==> config.mk <==
export PLATFORM = sky130hd
export DESIGN_NAME = length_framed_packet_deframer_top
export DESIGN_NICKNAME = d
export VERILOG_FILES = /design/src/sv/lfpd_pkg.sv /design/src/sv/lfpd_dpath.sv /design/src/sv/lfpd_ctrl.sv /design/src/sv/length_framed_packet_deframer_top.sv
export SDC_FILE = /design/constraint.sdc
export NUM_CORES = 1
export LEC_CHECK = 0
export BUFFER_PORTS_ARGS = -buffer_cell sky130_fd_sc_hd__buf_4
export CORE_UTILIZATION = 64
export CTS_CLUSTER_DIAMETER = 150
export DETAILED_ROUTE_END_ITERATION = 12
export MAX_ROUTING_LAYER = met4
export PLACE_DENSITY = 0.85
export SYNTH_ARGS = -nofsm -noshare
export SYNTH_HDL_FRONTEND = slang
export SYNTH_SLANG_ARGS = --single-unit
==> constraint.sdc <==
create_clock -name clk -period 4.15 [get_ports clk]
set_clock_uncertainty 0.05 [all_clocks]
set_input_delay 0.2075 -clock clk [delete_from_list [all_inputs] [get_ports clk]]
set_output_delay 0.2075 -clock clk [all_outputs]
set_load 0.01 [all_outputs]
==> src/sv/lfpd_pkg.sv <==
// shared types and constants of the length framed packet deframer
`default_nettype none

package lfpd_pkg;

	localparam int BYTE_W       = 8;
	localparam int CNT_W        = 6;
	localparam int IDX_W        = 5;
	localparam int MAX_DATA_DEF = 32;
	localparam int MIN_SIZE     = 6;

	localparam logic [BYTE_W-1:0] START_MARKER_RST = 8'h02;
	localparam logic [BYTE_W-1:0] END_MARKER_RST   = 8'h03;

	// register indexes on the configuration port
	localparam logic REG_START_MARKER = 1'b0;
	localparam logic REG_END_MARKER   = 1'b1;

	// commands from controller to datapath
	typedef struct packed {
		logic cap_size;
		logic cap_ctx;
		logic cap_addr;
		logic cap_trgt;
		logic wr_data;
		logic load_out;
	} cmd_t;

	// status from datapath to controller
	typedef struct packed {
		logic is_start;
		logic size_ok;
		logic cnt_zero;
		logic data_done;
		logic is_end;
		logic emit_last;
	} sts_t;

endpackage

`default_nettype wire

==> src/sv/lfpd_dpath.sv <==
// datapath: header registers, byte counters, payload memory and result register
`default_nettype none

module lfpd_dpath #(
	parameter int MAX_DATA = lfpd_pkg::MAX_DATA_DEF
) (
	input  wire logic                          clk,
	input  wire logic                          arst_n,
	input  wire logic [lfpd_pkg::BYTE_W-1:0]   in_byte,
	input  wire logic [lfpd_pkg::BYTE_W-1:0]   start_marker,
	input  wire logic [lfpd_pkg::BYTE_W-1:0]   end_marker,
	input  wire lfpd_pkg::cmd_t                cmd,
	output lfpd_pkg::sts_t                     sts,
	output logic [lfpd_pkg::BYTE_W-1:0]        context_byte,
	output logic [lfpd_pkg::BYTE_W-1:0]        address_byte,
	output logic [lfpd_pkg::BYTE_W-1:0]        target_byte,
	output logic [lfpd_pkg::CNT_W-1:0]         data_count,
	output logic                               has_data,
	output logic [lfpd_pkg::IDX_W-1:0]         data_index,
	output logic [lfpd_pkg::BYTE_W-1:0]        data_value,
	output logic                               last_of_packet
);

	localparam int AW       = (MAX_DATA > 1) ? $clog2(MAX_DATA) : 1;
	localparam int SIZE_MAX = lfpd_pkg::MIN_SIZE + MAX_DATA;
	localparam int CW       = lfpd_pkg::CNT_W;
	localparam int BW       = lfpd_pkg::BYTE_W;

	logic [BW-1:0] ctx_q;
	logic [BW-1:0] addr_q;
	logic [BW-1:0] trgt_q;
	logic [CW-1:0] cnt_q;
	logic [AW-1:0] wr_idx_q;
	logic [AW-1:0] rd_idx_q;
	logic [BW-1:0] size_diff;
	logic [BW-1:0] mem [MAX_DATA];

	logic [BW-1:0]               out_ctx_q;
	logic [BW-1:0]               out_addr_q;
	logic [BW-1:0]               out_trgt_q;
	logic [CW-1:0]               out_cnt_q;
	logic                        out_has_q;
	logic [lfpd_pkg::IDX_W-1:0]  out_idx_q;
	logic [BW-1:0]               out_data_q;
	logic                        out_last_q;

	// status decode on the incoming byte and counters
	assign size_diff     = in_byte - BW'(lfpd_pkg::MIN_SIZE);
	assign sts.is_start  = (in_byte == start_marker);
	assign sts.is_end    = (in_byte == end_marker);
	assign sts.size_ok   = (in_byte >= BW'(lfpd_pkg::MIN_SIZE)) && (in_byte <= BW'(SIZE_MAX));
	assign sts.cnt_zero  = (cnt_q == '0);
	assign sts.data_done = ((CW'(wr_idx_q) + CW'(1)) == cnt_q);
	assign sts.emit_last = (cnt_q == '0) || ((CW'(rd_idx_q) + CW'(1)) == cnt_q);

	// header bytes
	always_ff @(posedge clk) begin
		if (cmd.cap_ctx) begin
			ctx_q <= in_byte;
		end
		if (cmd.cap_addr) begin
			addr_q <= in_byte;
		end
		if (cmd.cap_trgt) begin
			trgt_q <= in_byte;
		end
	end

	// data count and write / read pointers
	always_ff @(posedge clk or negedge arst_n) begin
		if (!arst_n) begin
			cnt_q    <= '0;
			wr_idx_q <= '0;
			rd_idx_q <= '0;
		end else begin
			if (cmd.cap_size) begin
				cnt_q    <= size_diff[CW-1:0];
				wr_idx_q <= '0;
				rd_idx_q <= '0;
			end
			if (cmd.wr_data) begin
				wr_idx_q <= wr_idx_q + AW'(1);
			end
			if (cmd.load_out) begin
				rd_idx_q <= rd_idx_q + AW'(1);
			end
		end
	end

	// payload memory write port
	always_ff @(posedge clk) begin
		if (cmd.wr_data) begin
			mem[wr_idx_q] <= in_byte;
		end
	end

	// result register, loaded with the registered memory read
	always_ff @(posedge clk) begin
		if (cmd.load_out) begin
			out_ctx_q  <= ctx_q;
			out_addr_q <= addr_q;
			out_trgt_q <= trgt_q;
			out_cnt_q  <= cnt_q;
			out_has_q  <= !sts.cnt_zero;
			out_idx_q  <= sts.cnt_zero ? '0 : lfpd_pkg::IDX_W'(rd_idx_q);
			out_data_q <= sts.cnt_zero ? '0 : mem[rd_idx_q];
			out_last_q <= sts.emit_last;
		end
	end

	assign context_byte   = out_ctx_q;
	assign address_byte   = out_addr_q;
	assign target_byte    = out_trgt_q;
	assign data_count     = out_cnt_q;
	assign has_data       = out_has_q;
	assign data_index     = out_idx_q;
	assign data_value     = out_data_q;
	assign last_of_packet = out_last_q;

endmodule

`default_nettype wire

==> src/sv/lfpd_ctrl.sv <==
// controller: framing state machine and result beat valid
`default_nettype none

module lfpd_ctrl (
	input  wire logic           clk,
	input  wire logic           arst_n,
	input  wire logic           in_valid,
	output logic                in_ready,
	output logic                out_valid,
	input  wire logic           out_ready,
	input  wire lfpd_pkg::sts_t sts,
	output lfpd_pkg::cmd_t      cmd
);

	typedef enum logic [2:0] {
		ST_HUNT,
		ST_SIZE,
		ST_CTX,
		ST_ADDR,
		ST_TRGT,
		ST_DATA,
		ST_END,
		ST_EMIT
	} state_t;

	state_t state_q;
	logic   out_valid_q;
	logic   acc;
	logic   advance;

	assign in_ready  = (state_q != ST_EMIT);
	assign out_valid = out_valid_q;
	assign acc       = in_valid && in_ready;
	assign advance   = (state_q == ST_EMIT) && (!out_valid_q || out_ready);

	// datapath commands
	assign cmd.cap_size = acc && (state_q == ST_SIZE) && sts.size_ok;
	assign cmd.cap_ctx  = acc && (state_q == ST_CTX);
	assign cmd.cap_addr = acc && (state_q == ST_ADDR);
	assign cmd.cap_trgt = acc && (state_q == ST_TRGT);
	assign cmd.wr_data  = acc && (state_q == ST_DATA);
	assign cmd.load_out = advance;

	// state and result valid
	always_ff @(posedge clk or negedge arst_n) begin
		if (!arst_n) begin
			state_q     <= ST_HUNT;
			out_valid_q <= 1'b0;
		end else begin
			if (advance) begin
				out_valid_q <= 1'b1;
			end else if (out_ready) begin
				out_valid_q <= 1'b0;
			end
			case (state_q)
				ST_HUNT: begin
					if (acc && sts.is_start) begin
						state_q <= ST_SIZE;
					end
				end
				ST_SIZE: begin
					if (acc) begin
						state_q <= sts.size_ok ? ST_CTX : ST_HUNT;
					end
				end
				ST_CTX: begin
					if (acc) begin
						state_q <= ST_ADDR;
					end
				end
				ST_ADDR: begin
					if (acc) begin
						state_q <= ST_TRGT;
					end
				end
				ST_TRGT: begin
					if (acc) begin
						state_q <= sts.cnt_zero ? ST_END : ST_DATA;
					end
				end
				ST_DATA: begin
					if (acc && sts.data_done) begin
						state_q <= ST_END;
					end
				end
				ST_END: begin
					if (acc) begin
						state_q <= sts.is_end ? ST_EMIT : ST_HUNT;
					end
				end
				ST_EMIT: begin
					if (advance && sts.emit_last) begin
						state_q <= ST_HUNT;
					end
				end
				default: begin
					state_q <= ST_HUNT;
				end
			endcase
		end
	end

`ifndef SYNTH
	// a new result never overwrites one that is still waiting
	a_no_overwrite: assert property (@(posedge clk) disable iff (!arst_n)
		cmd.load_out |-> (!out_valid_q || out_ready))
		else $error("result register overwritten while pending");

	// a bad closing byte drops the packet
	a_bad_end_drop: assert property (@(posedge clk) disable iff (!arst_n)
		(state_q == ST_END && acc && !sts.is_end) |=> (state_q == ST_HUNT && !out_valid_q)
		|| (state_q == ST_HUNT))
		else $error("packet with bad closing byte not dropped");

	// a loaded result shows valid on the next cycle
	a_load_valid: assert property (@(posedge clk) disable iff (!arst_n)
		cmd.load_out |=> out_valid_q)
		else $error("loaded result not marked valid");

	// the run ends with the last beat and then hunting resumes
	a_emit_exit: assert property (@(posedge clk) disable iff (!arst_n)
		(advance && sts.emit_last) |=> (state_q == ST_HUNT))
		else $error("emission did not end after last beat");
`endif

endmodule

`default_nettype wire

==> src/sv/length_framed_packet_deframer_top.sv <==
// Length framed packet deframer. The block hunts for the start marker, reads the
// size, context, address and target bytes, stores up to MAX_DATA data bytes and
// checks the closing byte against the end marker. On a good close the packet
// drains from the payload memory read port at one result beat per cycle while
// out_ready is high (data_count beats, or a single beat without data, the last
// one marked by last_of_packet); rx_byte is not accepted during that drain. Bad
// sizes and bad closing bytes drop the packet with no result. Markers are set
// over the APB port at byte addresses 0 and 4.
`default_nettype none

module length_framed_packet_deframer_top #(
	parameter int MAX_DATA = lfpd_pkg::MAX_DATA_DEF
) (
	input  wire logic                         clk,
	input  wire logic                         arst_n,
	input  wire logic                         psel,
	input  wire logic                         penable,
	input  wire logic                         pwrite,
	input  wire logic [2:0]                   paddr,
	input  wire logic [31:0]                  pwdata,
	output logic [31:0]                       prdata,
	output logic                              pready,
	input  wire logic                         in_valid,
	output logic                              in_ready,
	input  wire logic [lfpd_pkg::BYTE_W-1:0]  rx_byte,
	output logic                              out_valid,
	input  wire logic                         out_ready,
	output logic [lfpd_pkg::BYTE_W-1:0]       context_byte,
	output logic [lfpd_pkg::BYTE_W-1:0]       address_byte,
	output logic [lfpd_pkg::BYTE_W-1:0]       target_byte,
	output logic [lfpd_pkg::CNT_W-1:0]        data_count,
	output logic                              has_data,
	output logic [lfpd_pkg::IDX_W-1:0]        data_index,
	output logic [lfpd_pkg::BYTE_W-1:0]       data_value,
	output logic                              last_of_packet
);

	logic [lfpd_pkg::BYTE_W-1:0] start_marker_q;
	logic [lfpd_pkg::BYTE_W-1:0] end_marker_q;
	logic                        cfg_wr;
	lfpd_pkg::cmd_t              cmd;
	lfpd_pkg::sts_t              sts;

	assign pready = 1'b1;
	assign cfg_wr = psel && penable && pwrite;

	// marker registers
	always_ff @(posedge clk or negedge arst_n) begin
		if (!arst_n) begin
			start_marker_q <= lfpd_pkg::START_MARKER_RST;
			end_marker_q   <= lfpd_pkg::END_MARKER_RST;
		end else if (cfg_wr) begin
			case (paddr[2])
				lfpd_pkg::REG_START_MARKER: start_marker_q <= pwdata[lfpd_pkg::BYTE_W-1:0];
				lfpd_pkg::REG_END_MARKER:   end_marker_q   <= pwdata[lfpd_pkg::BYTE_W-1:0];
				default: begin
				end
			endcase
		end
	end

	// register read back
	always_comb begin
		case (paddr[2])
			lfpd_pkg::REG_START_MARKER: prdata = 32'(start_marker_q);
			lfpd_pkg::REG_END_MARKER:   prdata = 32'(end_marker_q);
			default:                    prdata = '0;
		endcase
	end

	lfpd_ctrl u_ctrl (
		.clk       (clk),
		.arst_n    (arst_n),
		.in_valid  (in_valid),
		.in_ready  (in_ready),
		.out_valid (out_valid),
		.out_ready (out_ready),
		.sts       (sts),
		.cmd       (cmd)
	);

	lfpd_dpath #(
		.MAX_DATA (MAX_DATA)
	) u_dpath (
		.clk            (clk),
		.arst_n         (arst_n),
		.in_byte        (rx_byte),
		.start_marker   (start_marker_q),
		.end_marker     (end_marker_q),
		.cmd            (cmd),
		.sts            (sts),
		.context_byte   (context_byte),
		.address_byte   (address_byte),
		.target_byte    (target_byte),
		.data_count     (data_count),
		.has_data       (has_data),
		.data_index     (data_index),
		.data_value     (data_value),
		.last_of_packet (last_of_packet)
	);

endmodule

`default_nettype wire

==> results.sh, run 1 <==
export IMPL_synthArstFlopShare_pct=9.972
export IMPL_cts_tree="done"
export IMPL_crit_start="u_ctrl.state_q[0]"
export IMPL_ir_drop_mv=0.4573
export IMPL_dp_hpwl_um=18430
export IMPL_crit_path_start_kind="flop"
export IMPL_die_w_um=152.6
export IMPL_violations="DRC"
export IMPL_combPwrFrac_pct=26.6
export IMPL_slew_headroom_pct=26.96
export IMPL_max_freq_mhz=319.5
export IMPL_yosysSeqAreaShare_pct=73.43
export IMPL_portBuffers=78
export IMPL_leakage_uw=0.005531
export IMPL_gp_congestion=0.8467
export IMPL_rsz0062_at_grt="false"
export IMPL_holdCritStartpoint="rx_byte[7]"
export IMPL_ys_warnings_count=0
export IMPL_p_sw_share_pct=29.24
export IMPL_synth_distinct_cells=53
export IMPL_grt_max_degree=46
export IMPL_endpoint_kind="flop"
export IMPL_initial_core_util_pct=65.93
export IMPL_stdcell_count=1156
export IMPL_critical_path_buf_inv_count=0
export IMPL_clockPowerShare_pct=27.3
export IMPL_fin_crit_ns=3.130
export IMPL_critical_path_slowest_cell="nor2_1"
export IMPL_yosys_most_used_dff="edfxtp_1"
export IMPL_switchingPower_uw=3069
export IMPL_path_delay_family="simple AND/OR/NAND/NOR gates"
export IMPL_status="finished, violations left"
export IMPL_worstPathRequired_ns=4.23
export IMPL_core_um2=22030
export IMPL_p_seq_share_pct=46.1
export IMPL_io_pins=130
export IMPL_worst_slack_ns=1.020
export IMPL_num_vias=7455
export IMPL_hold_viol=0
export IMPL_synth_edf_count=325
export IMPL_grt_overflow=0
export IMPL_fp_dieArea_um2=23300
export IMPL_crit_path_max_incr_delay_ns=0.94
export IMPL_period_share_pct=75.43
export IMPL_ant_nets=0
export IMPL_firstDrtPassIters=11
export IMPL_syn_inst=754
export IMPL_numCtsBuffers=35
export IMPL_synth_seq_cells=361
export IMPL_track_usage_pct=29.17
export IMPL_worstPathCellList="nand2_1 -> nor3_2 -> nand2_1 -> nor2_1"
export IMPL_wire_per_inst_um=27.28
export IMPL_htreeDepth=2
export IMPL_clk_pin_slew_ns=0.07
export IMPL_avgSynthCellArea_um2=19.26
export IMPL_slew_violations=0
export IMPL_syn2layout_area_growth_pct=12.93
export IMPL_worst_path_most_repeated_cell="nand2_1"
export IMPL_wirelength_um=31530
export IMPL_cts_sinks=361
export IMPL_p_per_area_nw_per_um2=640.0
export IMPL_internal_power_uw=7428
export IMPL_critPathArrivalTime_ns=3.21
export IMPL_dp_cells=1085
export IMPL_setup_violations=0
export IMPL_tns_ns=0
export IMPL_nNetsFinal=909
export IMPL_worstHoldPathType="input port to flop"
export IMPL_first_iter_violations=726
export IMPL_cts_root_buf="clkbuf_16"
export IMPL_synthesis_area_um2=14520
export IMPL_drv_cap=0
export IMPL_drc=8
export IMPL_clk_latency_ns=0.51
export IMPL_antenna_found_initial=1
export IMPL_crit_path_max_fanout=14
export IMPL_place_ws_ns=1.215
export IMPL_grt_pass1_wl_um=47330
export IMPL_r2r_start="u_ctrl.state_q[0]"
export IMPL_ctsLongestPathBuffers=3
export IMPL_worst_pin_slew_ns=1.092
export IMPL_worstSetupPathType="flop to flop"
export IMPL_drive_gt1_share_pct=27.89
export IMPL_vias_per_cell=6.449
export IMPL_die_h_um=152.6
export IMPL_grt_pass1_vias=7749
export IMPL_num_fill_cells=1162
export IMPL_rows=54
## final cells by class
cell class                      count  area (um2)  share of cell area (%)
Sequential cell                   361       10670                   65.05
Inverter                            9       33.78                  0.2060
Antenna cell                        1       2.502                 0.01526
Tap cell                          280       350.3                   2.136
Clock inverter                     14       90.09                  0.5493
Clock buffer                       45       913.4                   5.569
Multi-Input combinational cell    347        3558                   21.70
Timing Repair Buffer               99       783.3                   4.776
## registers in the layout (all words and copies together), names as in the netlist, 6 cells and up
signal,count
u_dpath.mem,256
end_marker_q,8
start_marker_q,8
u_dpath.addr_q,8
u_dpath.address_byte,8
u_dpath.context_byte,8
u_dpath.ctx_q,8
u_dpath.data_value,8
u_dpath.target_byte,8
u_dpath.trgt_q,8
u_dpath.cnt_q,6
u_dpath.data_count,6
## logic make-up after synthesis
kind of cell | synth area share (%)
fa+ha+maj | 0.5169
other cells | 0.05171
buf+inv | 2.662
compound gates | 1.775
xor+xnor | 2.085
mux | 15.26
flops | 73.43
simple gates | 4.222
## worst paths after layout
path	slack, ns	endpoint	cells after the start
setup / recovery	1.02	u_dpath.mem[19][2]	4
min in group asynchronous	0.15	u_dpath.cnt_q[1]	2
hold / removal	0.11	u_dpath.ctx_q[7]	1
hold reg to reg	0.37	u_dpath.target_byte[6]	0
setup reg to reg	1.02	u_dpath.mem[19][2]	4
max in group asynchronous	3.51	u_dpath.rd_idx_q[0]	2
## Yosys cell counts (2+ instances only)
| library cell | count | area share [%] |
|---|---|---|
| nor2b_1 | 7 | 0.30 |
| a21o_1 | 3 | 0.16 |
| nand2b_1 | 3 | 0.13 |
| nor4_1 | 4 | 0.17 |
| nand4_1 | 3 | 0.13 |
| mux2_2 | 27 | 2.1 |
| dfrtp_1 | 33 | 5.7 |
| nor3_2 | 2 | 0.14 |
| nor4b_1 | 2 | 0.12 |
| inv_1 | 9 | 0.23 |
| edfxtp_1 | 325 | 67 |
| o21ai_0 | 10 | 0.34 |
| buf_2 | 9 | 0.31 |
| mux4_2 | 80 | 12 |
| xor2_1 | 24 | 1.4 |
| ha_1 | 6 | 0.52 |
| nor3_1 | 7 | 0.24 |
| conb_1 | 2 | 0.052 |
| and3_1 | 2 | 0.086 |
| a21oi_1 | 7 | 0.24 |
| nor3b_1 | 2 | 0.10 |
| dfstp_2 | 3 | 0.54 |
| buf_1 | 3 | 0.078 |
| nor2_1 | 49 | 1.3 |
| a31oi_1 | 3 | 0.13 |
| or3_1 | 5 | 0.22 |
| nand3_1 | 9 | 0.31 |
| xnor2_1 | 8 | 0.48 |
| nand2_1 | 23 | 0.59 |
| buf_4 | 31 | 1.6 |
| o22ai_1 | 3 | 0.13 |
| nand3b_1 | 3 | 0.16 |
| mux2i_1 | 11 | 0.76 |
| clkbuf_1 | 17 | 0.44 |
## power groups by stage
stage	sequential [uW]	combinational, uW	clock [uW]
floorplan	4770	1910	0
global placement	4870	2620	0
detailed placement	4890	2750	0
CTS	4830	2800	2890
global route	4880	2970	3030
finish	4840	2800	2860
## per-stage QoR
| step | util (%) | hold WS, ns | area (um2) | power, uW |
|---|---|---|---|---|
| final | 74.46 | 0.1140 | 16400 | 10500 |
| after global routing | 74.46 | 0.1172 | 16400 | 10890 |
| after CTS | 74.45 | 0.1197 | 16400 | 10530 |
| after detailed placement | 69.39 | 0.1514 | 15280 | 7640 |
| after global placement | 69.39 | 0.1377 | 15280 | 7486 |
| after floorplan | - | -0.1381 | 14610 | 6674 |
## placed cells by master (no fill, tap or decap), types with 4 or more instances in the layout
cell,count
edfxtp_1,325
buf_4,87
mux4_2,80
nor2_1,49
clkbuf_16,35
dfrtp_1,31
mux2_2,27
conb_1,25
xor2_1,24
nand2_1,23
clkinv_1,11
mux2i_1,11
dlygate4sd3_1,11
o21ai_0,10
clkbuf_1,10
nand3_1,9
inv_1,8
xnor2_1,8
nor3_1,7
a21oi_1,7
nor2b_1,7
ha_1,6
or3_1,5
nor4_1,4
## layer usage
layer  vias to the layer above  global-route usage, %  part of all wire, %
li1                       3128                      -                    -
met1                      3808                  35.82                   36
met2                       442                  50.02                   53
met3                        77                  4.181                  7.7
met4                         0                  10.34                  3.3
met5                         -                      -                    0
## repair_timing
action                                 CTS  global route
buffers inserted                         0             0
endpoints found under the hold margin   54             0
gates resized for setup                  0             0
hold buffers                            11             0
setup endpoints to repair                0             0
## worst register-to-register path: stages (launching register included)
cell and delay [ns]:
dfrtp_1 0.62, nand2_1 0.18, nor3_2 0.53, nand2_1 0.43, nor2_1 0.94
No activity file was read; power rests on OpenSTA's default activity.
==> run 2: changes to the inputs <==
--- a/config.mk
+++ b/config.mk
@@ -6,11 +6,11 @@
 export NUM_CORES = 1
 export LEC_CHECK = 0
 export BUFFER_PORTS_ARGS = -buffer_cell sky130_fd_sc_hd__buf_4
-export CORE_UTILIZATION = 64
+export CORE_UTILIZATION = 59
 export CTS_CLUSTER_DIAMETER = 150
 export DETAILED_ROUTE_END_ITERATION = 12
 export MAX_ROUTING_LAYER = met4
-export PLACE_DENSITY = 0.85
+export PLACE_DENSITY = 0.79
 export SYNTH_ARGS = -nofsm -noshare
 export SYNTH_HDL_FRONTEND = slang
 export SYNTH_SLANG_ARGS = --single-unit
==> constraint.sdc (replaced) <==
create_clock -name clk -period 3 [get_ports clk]
set_clock_uncertainty 0.05 [all_clocks]
set_input_delay 0.15 -clock clk [delete_from_list [all_inputs] [get_ports clk]]
set_output_delay 0.15 -clock clk [all_outputs]
set_load 0.01 [all_outputs]
==> results.sh, run 2 (synthesized netlist as in run 1, its figures left out) <==
export IMPL_period_share_pct=90.70
export IMPL_status="finished, final reports clean"
export IMPL_grt_pass1_vias=7875
export IMPL_htreeDepth=2
export IMPL_tns_ns=0
export IMPL_ant_nets=0
export IMPL_grt_max_degree=42
export IMPL_slew_headroom_pct=41.65
export IMPL_drv_cap=0
export IMPL_worstSetupPathType="flop to flop"
export IMPL_die_w_um=158.9
export IMPL_ir_drop_mv=0.6209
export IMPL_drc=0
export IMPL_clockPowerShare_pct=28.5
export IMPL_vias_per_cell=6.247
export IMPL_hold_viol=0
export IMPL_rrSetupSlack_ns=0.28
export IMPL_antenna_found_initial=0
export IMPL_insertedDiodeCount=0
export IMPL_portBuffers=78
export IMPL_clk_pin_slew_ns=0.06
export IMPL_nNetsFinal=945
export IMPL_num_vias=7740
export IMPL_numCtsBuffers=35
export IMPL_regArea_um2=10670
export IMPL_endpoint_kind="flop"
export IMPL_cts_sinks=361
export IMPL_internal_power_uw=10620
export IMPL_p_per_area_nw_per_um2=887.4
export IMPL_max_freq_mhz=367.5
export IMPL_worst_pin_slew_ns=0.8720
export IMPL_drive_gt1_share_pct=31.58
export IMPL_worstPathRequired_ns=3.22
export IMPL_crit_path_start_kind="flop"
export IMPL_first_iter_violations=765
export IMPL_num_fill_cells=1422
export IMPL_switchingPower_uw=4357
export IMPL_cts_root_buf="clkbuf_16"
export IMPL_leakage_uw=0.005797
export IMPL_crit_path_max_fanout=25
export IMPL_die_h_um=158.9
export IMPL_rsz0062_at_grt="false"
export IMPL_grt_pass1_wl_um=49110
export IMPL_rows=57
export IMPL_fin_crit_ns=2.721
export IMPL_critPathArrivalTime_ns=2.94
export IMPL_largest_register="u_dpath.mem"
export IMPL_largest_register_ffs=256
export IMPL_wire_per_inst_um=26.03
export IMPL_final_common_cell="edfxtp_1"
export IMPL_setup_violations=0
export IMPL_syn2layout_area_growth_pct=16.22
export IMPL_slew_violations=0
export IMPL_p_sw_share_pct=29.09
export IMPL_combPwrFrac_pct=26.7
export IMPL_fp_dieArea_um2=25250
export IMPL_initial_core_util_pct=59.89
export IMPL_gp_congestion=0.8809
export IMPL_clk_latency_ns=0.51
export IMPL_finalPower_uw=14980
export IMPL_worst_hold_slack_ns=0.05214
export IMPL_firstDrtPassIters=5
export IMPL_dp_hpwl_um=18690
export IMPL_track_usage_pct=27.26
export IMPL_worstHoldPathType="input port to flop"
export IMPL_cts_tree="done"
export IMPL_wirelength_um=32250
export IMPL_core_um2=24250
export IMPL_multi_input_area_um2=3558
export IMPL_io_pins=130
export IMPL_p_seq_share_pct=44.8
export IMPL_ctsLongestPathBuffers=3
export IMPL_grt_overflow=0
export IMPL_layout_common_cells="edfxtp_1 (325), buf_4 (119), mux4_2 (80), nor2_1 (49), clkbuf_16 (36)"
## run 2: path summary, 6_finish.rpt
kind	depth (start not counted)	startpoint	end
setup / recovery	5	u_dpath.rd_idx_q[0]	u_dpath.data_value[0]
hold / removal	1	rx_byte[6]	u_dpath.mem[23][6]
setup reg to reg	5	u_dpath.rd_idx_q[0]	u_dpath.data_value[0]
hold reg to reg	0	u_dpath.trgt_q[1]	u_dpath.target_byte[1]
max in group asynchronous	2	arst_n	u_dpath.rd_idx_q[0]
min in group asynchronous	2	arst_n	end_marker_q[4]
## run 2: power by group through the flow
stage	Clock [uW]	Combinational [uW]	Sequential (uW)
global route	4470	4240	6770
global placement	0	3800	6750
finish	4270	4000	6710
detailed placement	0	3940	6790
CTS	4300	4020	6710
floorplan	0	2640	6590
## run 2: routing by layer
layer  track usage [%]  vias up  wire, um
li1                  -     3216         -
met5                 -        -         0
met2             45.26      442     16840
met1             35.94     4003     12250
met4             7.605        0       855
met3             3.553       79      2304
## run 2: final cells by class
type	count	share of cell area [%]
Clock buffer	46	5.560
Clock inverter	17	1.008
Inverter	9	0.2001
Tap cell	324	2.402
Sequential cell	361	63.21
Timing Repair Buffer	135	6.538
Multi-Input combinational cell	347	21.08
## run 2: per-stage QoR
stage,instances,util [%],setup WS (ns),area (um2)
floorplan,777,-,0.6190,14610
CTS,1239,69.61,0.2400,16880
finish,1239,69.61,0.2790,16880
global route,1239,69.61,0.1454,16880
global placement,1165,64.58,0.3448,15660
detailed placement,1165,64.58,0.2765,15660
## run 2: what timing repair did
| action | in CTS | in global routing |
|---|---|---|
| buffers inserted | 0 | 0 |
| hold buffers | 11 | 0 |
| endpoints found under the hold margin | 56 | 0 |
| setup endpoints to repair | 0 | 0 |
| gates resized for setup | 0 | 0 |
## run 2: critical path, stage by stage (launching register included)
cell     delay [ns]
dfrtp_4        0.74
buf_12         0.26
mux4_2         0.59
mux4_2         0.53
mux2i_1        0.19
nor2_1         0.06
==> run 3: changes to the inputs <==
--- a/config.mk
+++ b/config.mk
@@ -5,6 +5,7 @@
 export SDC_FILE = /design/constraint.sdc
 export NUM_CORES = 1
 export LEC_CHECK = 0
+export ABC_AREA = 1
 export BUFFER_PORTS_ARGS = -buffer_cell sky130_fd_sc_hd__buf_4
 export CORE_UTILIZATION = 59
 export CTS_CLUSTER_DIAMETER = 150
==> results.sh, run 3 <==
export IMPL_status="finished, final reports clean"
export IMPL_tns_ns=0
export IMPL_cts_tree="done"
export IMPL_cts_sinks=361
export IMPL_clk_pin_slew_ns=0.06
export IMPL_drc=0
export IMPL_hold_depth=5
export IMPL_synth_xor_area_share_pct=1.478
export IMPL_synthAdderAreaFrac_pct=0.5067
export IMPL_fin_crit_ns=2.578
export IMPL_die_h_um=160.5
export IMPL_insertedDiodeCount=0
export IMPL_multi_input_area_um2=3548
export IMPL_yosys_most_used_dff="edfxtp_1"
export IMPL_synth_compound_area_share_pct=10.02
export IMPL_yosysSeqAreaShare_pct=71.98
export IMPL_regArea_um2=10670
export IMPL_worst_pin_slew_ns=0.8400
export IMPL_avgSynthCellArea_um2=12.53
export IMPL_synth_distinct_cells=39
export IMPL_crit_path_max_fanout=135
export IMPL_wirelength_um=34440
export IMPL_die_w_um=160.5
export IMPL_postCtsSetupBuffers=0
export IMPL_r2r_start="u_dpath.rd_idx_q[0]"
export IMPL_rsz0062_at_grt="false"
export IMPL_cts_root_buf="clkbuf_16"
export IMPL_grt_pass1_wl_um=52940
export IMPL_clk_latency_ns=0.53
export IMPL_p_per_area_nw_per_um2=815.6
export IMPL_vias_per_cell=6.014
export IMPL_num_fill_cells=1628
export IMPL_ctsLongestPathBuffers=3
export IMPL_rows=57
export IMPL_core_um2=24460
export IMPL_r2r_end="u_ctrl.state_q[1]"
export IMPL_num_vias=9863
export IMPL_synth_common_cells="edfxtp_1 (325), nor2_1 (166), o21ai_0 (150), nand2_1 (149), nand3_1 (53)"
export IMPL_yosys_mux_area_fraction_pct=0
export IMPL_period_share_pct=85.95
export IMPL_synth_top_family_by_area="simple AND/OR/NAND/NOR gates"
export IMPL_rrSetupSlack_ns=0.42
export IMPL_holdCritStartpoint="in_valid"
export IMPL_max_freq_mhz=387.8
export IMPL_htreeDepth=2
export IMPL_synth_top_area_share_pct=65.87
export IMPL_grt_max_degree=136
export IMPL_fp_dieArea_um2=25750
export IMPL_initial_core_util_pct=60.56
export IMPL_ir_drop_mv=0.4699
export IMPL_crit_path_start_kind="flop"
export IMPL_synth_edf_count=325
export IMPL_synth_top_cells_by_area="edfxtp_1 (66%), dfrtp_1 (5.6%), o21ai_0 (5.1%), nor2_1 (4.2%), nand2_1 (3.8%)"
export IMPL_layout_common_cells="edfxtp_1 (325), nor2_1 (165), o21ai_0 (150), nand2_1 (149), buf_4 (121)"
export IMPL_critPathArrivalTime_ns=2.94
export IMPL_ant_nets=0
export IMPL_grt_overflow=0
export IMPL_wire_per_inst_um=21.00
export IMPL_leakage_uw=0.006235
export IMPL_worstPathRequired_ns=3.36
export IMPL_dp_hpwl_um=20090
export IMPL_io_pins=130
export IMPL_min_to="u_dpath.cnt_q[2]"
export IMPL_rr_worst_depth=13
export IMPL_numCtsBuffers=36
export IMPL_drive_gt1_share_pct=14.82
export IMPL_ys_warnings_count=0
export IMPL_grt_pass1_vias=9462
export IMPL_yosys_area_share_simple_pct=11.26
export IMPL_largest_register_ffs=256
export IMPL_slew_headroom_pct=43.79
export IMPL_final_common_cell="edfxtp_1"
export IMPL_synth_seq_cells=361
export IMPL_gp_congestion=0.8940
export IMPL_nNetsFinal=1348
export IMPL_endpoint_kind="flop"
export IMPL_antenna_found_initial=0
export IMPL_setup_violations=0
export IMPL_worstSetupPathType="flop to flop"
export IMPL_finalPower_uw=13910
export IMPL_synthesis_area_um2=14820
export IMPL_drv_cap=0
export IMPL_firstDrtPassIters=8
export IMPL_largest_register="u_dpath.mem"
export IMPL_slew_violations=0
export IMPL_worstHoldPathType="input port to flop"
export IMPL_syn2layout_area_growth_pct=15.13
export IMPL_yosysTopAreaCell="edfxtp_1"
export IMPL_portBuffers=78
export IMPL_first_iter_violations=1093
export IMPL_synthArstFlopShare_pct=9.972
export IMPL_hold_viol=0
export IMPL_yosysMostFrequentCell="edfxtp_1"
export IMPL_track_usage_pct=28.20
export IMPL_syn_inst=1182
-- run 3: changes by cell type after synthesis, sizes merged, moves of 14 or more --
cell	delta
clkbuf	+14
nand3	+45
o21ai	+150
buf	+14
mux2	-27
nor2	+118
mux4	-80
inv	+41
nand2	+132
o221ai	+45
-- run 3: cell type report --
class / instances / area share, %
clock buffer: 40 / 5.494
clock inverter: 22 / 1.196
inverter: 52 / 1.152
multi-input combinational: 704 / 20.80
sequential: 361 / 62.54
tap: 324 / 2.377
timing repair buffer: 137 / 6.440
-- run 3: power by group --
| part | internal [uW] | switching, uW | leakage, uW |
|---|---|---|---|
| registers | 5770 | 218 | 0.00337 |
| clock network | 2590 | 1790 | 0.000562 |
| logic | 1100 | 2440 | 0.00230 |
| total | 9460 | 4450 | 0.00624 |
-- run 3: worst max path at each step --
stage / start / end / slack, ns / cells past startpoint
after floorplan: u_ctrl.state_q[1] / u_dpath.rd_idx_q[3] / 0.04 / 6
after global placement: u_ctrl.state_q[1] / u_dpath.mem[17][7] / 0.60 / 7
after detailed placement: u_ctrl.state_q[1] / u_dpath.mem[17][5] / 0.54 / 7
after CTS: u_dpath.rd_idx_q[0] / u_ctrl.state_q[1] / 0.49 / 13
after global routing: u_dpath.rd_idx_q[0] / u_ctrl.state_q[0] / 0.28 / 13
final: u_dpath.rd_idx_q[0] / u_ctrl.state_q[1] / 0.42 / 13
-- run 3: kinds of logic after synthesis --
logic type | Yosys count
other cells | 2
compound gates | 248
flops | 361
buf+inv | 140
fa+ha+maj | 6
xor+xnor | 25
simple gates | 400
-- run 3: what timing repair did --
action                                 CTS  global route
gates resized for setup                  0             0
hold buffers                            13             0
endpoints found under the hold margin   63             0
-- run 3: routing by layer --
| metal | up-vias | routed length [um] | track usage, % |
|---|---|---|---|
| li1 | 4431 | - | - |
| met1 | 4760 | 12970 | 36.86 |
| met2 | 587 | 16970 | 44.77 |
| met3 | 85 | 3391 | 4.726 |
| met4 | 0 | 1105 | 10.56 |
| met5 | - | 0 | - |
-- run 3: metrics by stage --
| step | instance area [um2] | hold slack [ns] | utilization (%) | worst slack, ns | std cells |
|---|---|---|---|---|---|
| after detailed placement | 15790 | 0.08740 | 64.53 | 0.5428 | 1565 |
| after CTS | 17060 | 0.05351 | 69.73 | 0.4930 | 1640 |
| after floorplan | 14900 | -0.1956 | - | 0.04120 | 1205 |
| after global placement | 15790 | 0.08716 | 64.53 | 0.5957 | 1565 |
| final | 17060 | 0.06676 | 69.73 | 0.4216 | 1640 |
| after global routing | 17060 | 0.07967 | 69.73 | 0.2771 | 1640 |
-- run 3: critical path: stages (launching register included) --
cell	delay [ns]
dfrtp_4	0.43
buf_12	0.41
ha_1	0.33
nand3_1	0.18
xor2_1	0.29
nand2_1	0.09
nand2_1	0.07
nand3_1	0.10
nand2_2	0.09
nand2_2	0.06
nand2_2	0.09
nand2_2	0.06
nand2_1	0.06
nand2_1	0.06
